$ cat src/rtl/core/sivm_pkg.sv
`timescale 1ns / 1ps
// ----------------------------------------------------------------------------
// sivm_pkg: shared definitions for the small key-to-value map
// Sizes, operation and status codes, and the command and status bundles
// that pass between the controller and the datapath.
// ----------------------------------------------------------------------------
package sivm_pkg;

    localparam int CAPACITY = 64;
    localparam int ADDR_W   = (CAPACITY > 1) ? $clog2(CAPACITY) : 1;
    localparam int CNT_W    = $clog2(CAPACITY + 1);

    localparam int OP_W     = 4;
    localparam int KEY_W    = 16;
    localparam int VAL_W    = 64;
    localparam int POS_W    = 6;
    localparam int STAT_W   = 3;
    localparam int ECNT_W   = 7;

    // Width used to compare a position against the fill count.
    localparam int CMP_W    = (CNT_W > POS_W) ? CNT_W : POS_W;

    typedef enum logic [OP_W-1:0] {
        OP_HAS   = 4'd0,
        OP_ADD   = 4'd1,
        OP_SET   = 4'd2,
        OP_PUT   = 4'd3,
        OP_GET   = 4'd4,
        OP_DROP  = 4'd5,
        OP_AT    = 4'd6,
        OP_COUNT = 4'd7,
        OP_CLEAR = 4'd8
    } t_op;

    typedef enum logic [STAT_W-1:0] {
        ST_OK       = 3'd0,
        ST_EXISTS   = 3'd1,
        ST_NOTFOUND = 3'd2,
        ST_FULL     = 3'd3,
        ST_BADPOS   = 3'd4
    } t_status;

    typedef enum logic [1:0] {
        KA_SCAN = 2'd0,
        KA_LAST = 2'd1,
        KA_POS  = 2'd2
    } t_ksel;

    typedef enum logic [1:0] {
        VA_SLOT = 2'd0,
        VA_LAST = 2'd1,
        VA_POS  = 2'd2
    } t_vsel;

    typedef struct packed {
        logic    capture;
        logic    scan_en;
        t_ksel   k_sel;
        t_vsel   v_sel;
        logic    take_val;
        logic    take_key;
        logic    wr_append;
        logic    wr_update;
        logic    wr_move;
        logic    occ_clear;
        logic    set_status;
        t_status status;
        logic    load_out;
    } t_cmd;

    typedef struct packed {
        t_op  op;
        logic scan_hit;
        logic scan_miss;
        logic full;
        logic pos_ok;
        logic out_free;
    } t_dp_stat;

endpackage

$ cat src/rtl/core/sivm_ctrl.sv
`timescale 1ns / 1ps
// ----------------------------------------------------------------------------
// sivm_ctrl: sequencer of the key-to-value map
// Steps one request through decode, key scan, memory access and response.
// ----------------------------------------------------------------------------
module sivm_ctrl import sivm_pkg::*; (
    input  logic     i_clk,
    input  logic     i_rst_n,
    input  logic     i_valid,
    input  t_dp_stat i_stat,
    output t_cmd     o_cmd,
    output logic     o_in_ready
);

    typedef enum logic [8:0] {
        S_IDLE   = 9'b000000001,
        S_DECODE = 9'b000000010,
        S_SCAN   = 9'b000000100,
        S_APPEND = 9'b000001000,
        S_UPDATE = 9'b000010000,
        S_READ   = 9'b000100000,
        S_TAKE   = 9'b001000000,
        S_MOVE   = 9'b010000000,
        S_FINISH = 9'b100000000
    } t_state;

    t_state r_state, n_state;

    assign o_in_ready = (r_state == S_IDLE);

    always_comb begin
        n_state = r_state;
        o_cmd   = '0;
        o_cmd.k_sel  = KA_SCAN;
        o_cmd.v_sel  = VA_SLOT;
        o_cmd.status = ST_OK;
        case (r_state)
            S_IDLE: begin
                // Capture in idle is harmless without a beat: decode only starts on accept.
                o_cmd.capture = 1'b1;
                if (i_valid) begin
                    n_state = S_DECODE;
                end
            end
            S_DECODE: begin
                if (i_stat.op inside {[OP_HAS:OP_DROP]}) begin
                    n_state = S_SCAN;
                end else if (i_stat.op == OP_AT) begin
                    if (i_stat.pos_ok) begin
                        n_state = S_READ;
                    end else begin
                        o_cmd.set_status = 1'b1;
                        o_cmd.status     = ST_BADPOS;
                        n_state          = S_FINISH;
                    end
                end else begin
                    o_cmd.occ_clear = (i_stat.op == OP_CLEAR);
                    n_state         = S_FINISH;
                end
            end
            S_SCAN: begin
                o_cmd.scan_en = 1'b1;
                if (i_stat.scan_hit) begin
                    case (i_stat.op)
                        OP_ADD: begin
                            o_cmd.set_status = 1'b1;
                            o_cmd.status     = ST_EXISTS;
                            n_state          = S_FINISH;
                        end
                        OP_SET, OP_PUT:  n_state = S_UPDATE;
                        OP_GET, OP_DROP: n_state = S_READ;
                        default:         n_state = S_FINISH;
                    endcase
                end else if (i_stat.scan_miss) begin
                    case (i_stat.op)
                        OP_ADD, OP_SET: begin
                            if (i_stat.full) begin
                                o_cmd.set_status = 1'b1;
                                o_cmd.status     = ST_FULL;
                                n_state          = S_FINISH;
                            end else begin
                                n_state = S_APPEND;
                            end
                        end
                        OP_PUT, OP_GET, OP_DROP: begin
                            o_cmd.set_status = 1'b1;
                            o_cmd.status     = ST_NOTFOUND;
                            n_state          = S_FINISH;
                        end
                        default: n_state = S_FINISH;
                    endcase
                end
            end
            S_APPEND: begin
                o_cmd.wr_append = 1'b1;
                n_state         = S_FINISH;
            end
            S_UPDATE: begin
                o_cmd.wr_update = 1'b1;
                n_state         = S_FINISH;
            end
            S_READ: begin
                if (i_stat.op == OP_AT) begin
                    o_cmd.k_sel = KA_POS;
                    o_cmd.v_sel = VA_POS;
                end else begin
                    o_cmd.k_sel = KA_LAST;
                    o_cmd.v_sel = VA_SLOT;
                end
                n_state = S_TAKE;
            end
            S_TAKE: begin
                // The last entry is read here so that a drop can move it.
                o_cmd.k_sel    = KA_LAST;
                o_cmd.v_sel    = VA_LAST;
                o_cmd.take_val = 1'b1;
                o_cmd.take_key = (i_stat.op == OP_AT);
                n_state        = (i_stat.op == OP_DROP) ? S_MOVE : S_FINISH;
            end
            S_MOVE: begin
                o_cmd.wr_move = 1'b1;
                n_state       = S_FINISH;
            end
            S_FINISH: begin
                if (i_stat.out_free) begin
                    o_cmd.load_out = 1'b1;
                    n_state        = S_IDLE;
                end
            end
            default: n_state = S_IDLE;
        endcase
    end

    always_ff @(posedge i_clk) begin
        if (!i_rst_n) begin
            r_state <= S_IDLE;
        end else begin
            r_state <= n_state;
        end
    end

endmodule

$ cat config.mk
export PLATFORM = sky130hd
export DESIGN_NAME = sivm_ctrl
export DESIGN_NICKNAME = d
export VERILOG_FILES = /design/src/rtl/core/sivm_pkg.sv /design/src/rtl/core/sivm_ctrl.sv
export SDC_FILE = /design/constraint.sdc
export NUM_CORES = 1
export LEC_CHECK = 0
export ABC_AREA = 0
export BUFFER_PORTS_ARGS = -buffer_cell sky130_fd_sc_hd__buf_4
export CORE_MARGIN = 3
export CORE_UTILIZATION = 30
export CTS_CLUSTER_DIAMETER = 120
export DETAILED_ROUTE_END_ITERATION = 8
export GPL_ROUTABILITY_DRIVEN = 0
export PLACE_DENSITY_LB_ADDON = 0.1
export SYNTH_ARGS = -nofsm -noshare
export SYNTH_HDL_FRONTEND = slang
export SYNTH_SLANG_ARGS = --single-unit
$ cat constraint.sdc
create_clock -name i_clk -period 4.9 [get_ports i_clk]
set_input_delay 0.98 -clock i_clk [delete_from_list [all_inputs] [get_ports i_clk]]
set_output_delay 0.98 -clock i_clk [all_outputs]
set_load 0.005 [all_outputs]
## After elaboration in Yosys (flattened, before gate mapping)

Cells that the tools add are included.
W data, S select, Z words.

| storage, ports and cells | value |
|---|---|
| register bits after elaboration | 9 |
| output and inout bits | 18 |
| word-level logic and storage cells | 62 |

| operators by class | value |
|---|---|
| $lt $le $gt $ge | 2 |
| equal/unequal tests | 19 |
| mux-type cells | 33 |
| reduce and logical (&&, ||, !) cells | 7 |

Operator list:

| cell | number |
|---|---|
| $mux W9 | 10 |
| $pmux W9 S7 | 1 |
| $mux W4 | 7 |
| $pmux W4 S2 | 3 |
| $pmux W9 S2 | 1 |
| $eq A4 B3 Y1 const B | 3 |
| $eq A9 B1 Y1 const B | 1 |
| $eq A9 B2 Y1 const B | 1 |
| $eq A9 B3 Y1 const B | 1 |
| $eq A9 B4 Y1 const B | 1 |
| $eq A9 B5 Y1 const B | 1 |
| $eq A9 B6 Y1 const B | 1 |
| $eq A9 B7 Y1 const B | 1 |
| $eq A9 B8 Y1 const B | 1 |
| $eq A9 B9 Y1 const B | 1 |
| $mux W1 | 9 |
| $eq A4 B2 Y1 const B | 2 |
| $reduce_or A2 Y1 | 3 |
| $reduce_or A3 Y1 | 2 |
| $mux W5 | 1 |
| $eq A4 B1 Y1 const B | 1 |
| $eq A4 B4 Y1 const B | 1 |
| $ge A4 B1 Y1 const B | 1 |
| $le A4 B3 Y1 const B | 1 |
| 5 further kinds | 6 |

## Logic depth before layout (Yosys ltp)

| depth | value |
|---|---|
| depth after elaboration | 6 |
| gate-level depth with buffers | 6 |

## Worst setup path before layout

OpenSTA, ideal clock, no wires.

| timing | value |
|---|---|
| path kind | input -> output |
| start | in i_stat[7] (netlist bit) |
| end | out o_cmd[4] (netlist bit) |
| arrival time | 1950 ps |
| data required time | 3920 ps |
| path slack | 1970 ps |
| cell stages on the path | 4 |
| cell sequence | or2b_2 -> or2_1 -> nor3_1 -> nand2b_1 |

RTL lines:

| item | line | source |
|---|---|---|
| from (decl) | sivm_ctrl.sv:10 | `input t_dp_stat i_stat,` |
| to (decl) | sivm_ctrl.sv:11 | `output t_cmd o_cmd,` |

==> flow_summary.toml <==
[synthesis]
synth_top_family_by_area = "simple AND/OR/NAND/NOR gates"
synthAdderAreaFrac_pct = 0
syn_avg_cell_area_um2 = 7.42
synthXorXnorAreaFrac_pct = 0
synth_area_leader_cell = "dfxtp_1"
syn_nets = 124
synth_area_leaders = "dfxtp_1 22%, nand2b_1 6.8%, inv_1 4.5%, nor4_1 4.5%, nor2_1 4.1%"
synth-async-reset-ratio_pct = 0
synth_simple_gate_area_share_pct = 45.2
synth.yosys.seq_area_share_pct = 21.7
synth_seq_cells = 9
synth_ff_type = "dfxtp_1"
synth_top_cell_area_share_pct = 21.7
synthesis.area_um2 = 831
synthCells = 112
synthDistinctLibCells = 43
synthMuxAreaShare_pct = 0
ys_warn_count = 0
synth_edf_count = 0
synth_compound_area_share_pct = 24.2

[setup_path]
cp.arrival_ns = 2.24
crit_path_frequent_cell = "buf_4"
worstPathRequired_ns = 3.92
path_class = "primary input to primary output"
path_buf_inv = 2
cp_top_family = "simple AND/OR/NAND/NOR gates"
crit_slowest_cell = "or2b_2"
slowest_delay_ns = 0.33
cp_cell_sequence = "buf_4 > or2b_2 > or2_1 > nor3_1 > nand2b_1 > buf_4"
cp-start-kind = "primary input"
endpoint_kind = "primary output"
worstPathMaxFanout = 11

[hold_path]
hold_path_class = "flip-flop to flip-flop"

[finish]
nets = 154
n_antenna_cell = 0
drive_gt1_share_pct = 31.9
top_regs = "r_state x9"
largest_reg_flops = 9
syn2layout_area_growth_pct = 29.5
top_register = "r_state"
fin_area_um2 = 1080

[cts]
cts_buffers = 3
clock_path_buffers = 2
path_clk_slew_ns = 0.07
ctsHtreeMaxLevel = 1
post_cts_buffers = 0
cts_resized = 0
worstSkewPairLatency_ns = 0.26
cts_tree = "built"
hold_buffers = 0
cts-root-buf = "clkbuf_4"
cts.sinks = 9

[global_route]
grt_pass1_wl_um = 3800
track_usage_pct = 14.0
grt_max_degree = 12
grt_pass1_vias = 814
grt-ovfl-total = 0
grt_antenna_before_repair = 0

[sta]
slew_headroom_pct = 76.1
timing.final.hold_violations = 0
clock_skew_ns = 0.00599
final.period_utilization_pct = 65.7
fin_tns_setup_ns = 0
setup_violations = 0
fmax_mhz = 311
worst_pin_slew_ns = 0.355
rsz0062_at_grt = "no"
finalMaxSlewViolations = 0
min_period_ns = 3.22

[drt]
drcViolationCount = 0
ant_nets = 0
wl_per_cell_um = 12.6
via_per_inst = 5.08
drt-total-wl_um = 2160
vias = 869
dr.pass1.iters = 4
drtIter0Drc = 18

[floorplan]
die_w_um = 58.6
row_count = 18
io_pins = 30
coreArea_um2 = 2540
initial_utilization_pct = 32.6
dieArea_um2 = 3440
die_height_um = 58.6

[power_and_ir_drop]
power_density_nw_per_um2 = 197
p_leak_nw = 0.468
vdd_drop_max_mv = 0.116

[placement]
dp.final_hpwl_um = 1730
dpl_cell_area_um2 = 1050
io_buffer_count = 29

[flow_run]
cap_violations = 0

[outcome]
run_status = "finished clean"
==> worst paths after layout <==
check / from / endpoint / slack (ns) / cells past startpoint
max reg2reg: r_state[7]$_SDFFE_PN0P_ / r_state[4]$_SDFFE_PN0P_ / 3.17 / 5
min reg2reg: r_state[0]$_SDFFE_PN1P_ / r_state[1]$_SDFFE_PN0P_ / 0.64 / 2
min: r_state[0]$_SDFFE_PN1P_ / r_state[1]$_SDFFE_PN0P_ / 0.64 / 2
max: i_stat[7] / o_cmd[4] / 1.68 / 6
==> where the power goes <==
| group | internal [mW] | switching (mW) |
|---|---|---|
| Clock | 0.0314 | 0.0271 |
| Combinational | 0.0320 | 0.0380 |
| Sequential | 0.0776 | 0.00555 |
==> layout by cell type (no fill, tap or decap), types with 3 or more instances in the layout <==
master / instances
buf_4: 29
inv_1: 10
nor2_1: 9
nand2b_1: 9
dfxtp_1: 9
nor4_1: 6
o21ai_0: 6
nand2_1: 5
nor3_1: 4
nand3_1: 4
nor2b_1: 3
or3_1: 3
and2_1: 3
a21oi_1: 3
a31oi_1: 3
a211o_1: 3
clkbuf_4: 3
==> final cells by class <==
class	count	area, um^2
well taps	30	37.5
clock buffers	4	26.3
inverters	10	37.5
multi-input cells	89	577
repair buffers	29	218
fillers	270	1470
flip-flops and latches	9	180
==> metal layers <==
layer	wire, um	vias to the layer above	track usage [%]	share of wire, %
met5	0	-	0	0
met4	0	0	2.91	0
met3	103	0	3.73	4.8
met2	1090	20	21.9	50
met1	970	383	19.4	45
li1	-	466	-	-
==> worst min-delay path, delay by kind of cell (launching register included) <==
| kind | cells | cell delay, ns |
|---|---|---|
| simple gates | 2 | 0.23 |
| flops | 1 | 0.37 |
==> synthesized netlist by cell type (4+ instances only) <==
master,n
nor4_1,6
nand2b_1,9
nand2_1,5
nand3_1,4
dfxtp_1,9
nor2_1,9
inv_1,10
nor3_1,4
o21ai_0,6
==> logic make-up after synthesis <==
kind of cell,after synthesis
compound gates,28
buf+inv,14
flops,9
simple gates,61
==> stage by stage <==
step                total power, mW  instances  util [%]  hold slack, ns  worst slack [ns]
floorplan                     0.129        112         -           0.545              1.97
global placement              0.155        167      41.2           0.627              1.71
detailed placement            0.155        167      41.2           0.618              1.67
CTS                           0.213        171      42.3           0.634              1.67
global route                  0.227        171      42.3           0.685              1.50
finish                        0.212        171      42.3           0.644              1.68
Note: power is estimated with default switching activity, not from simulation.
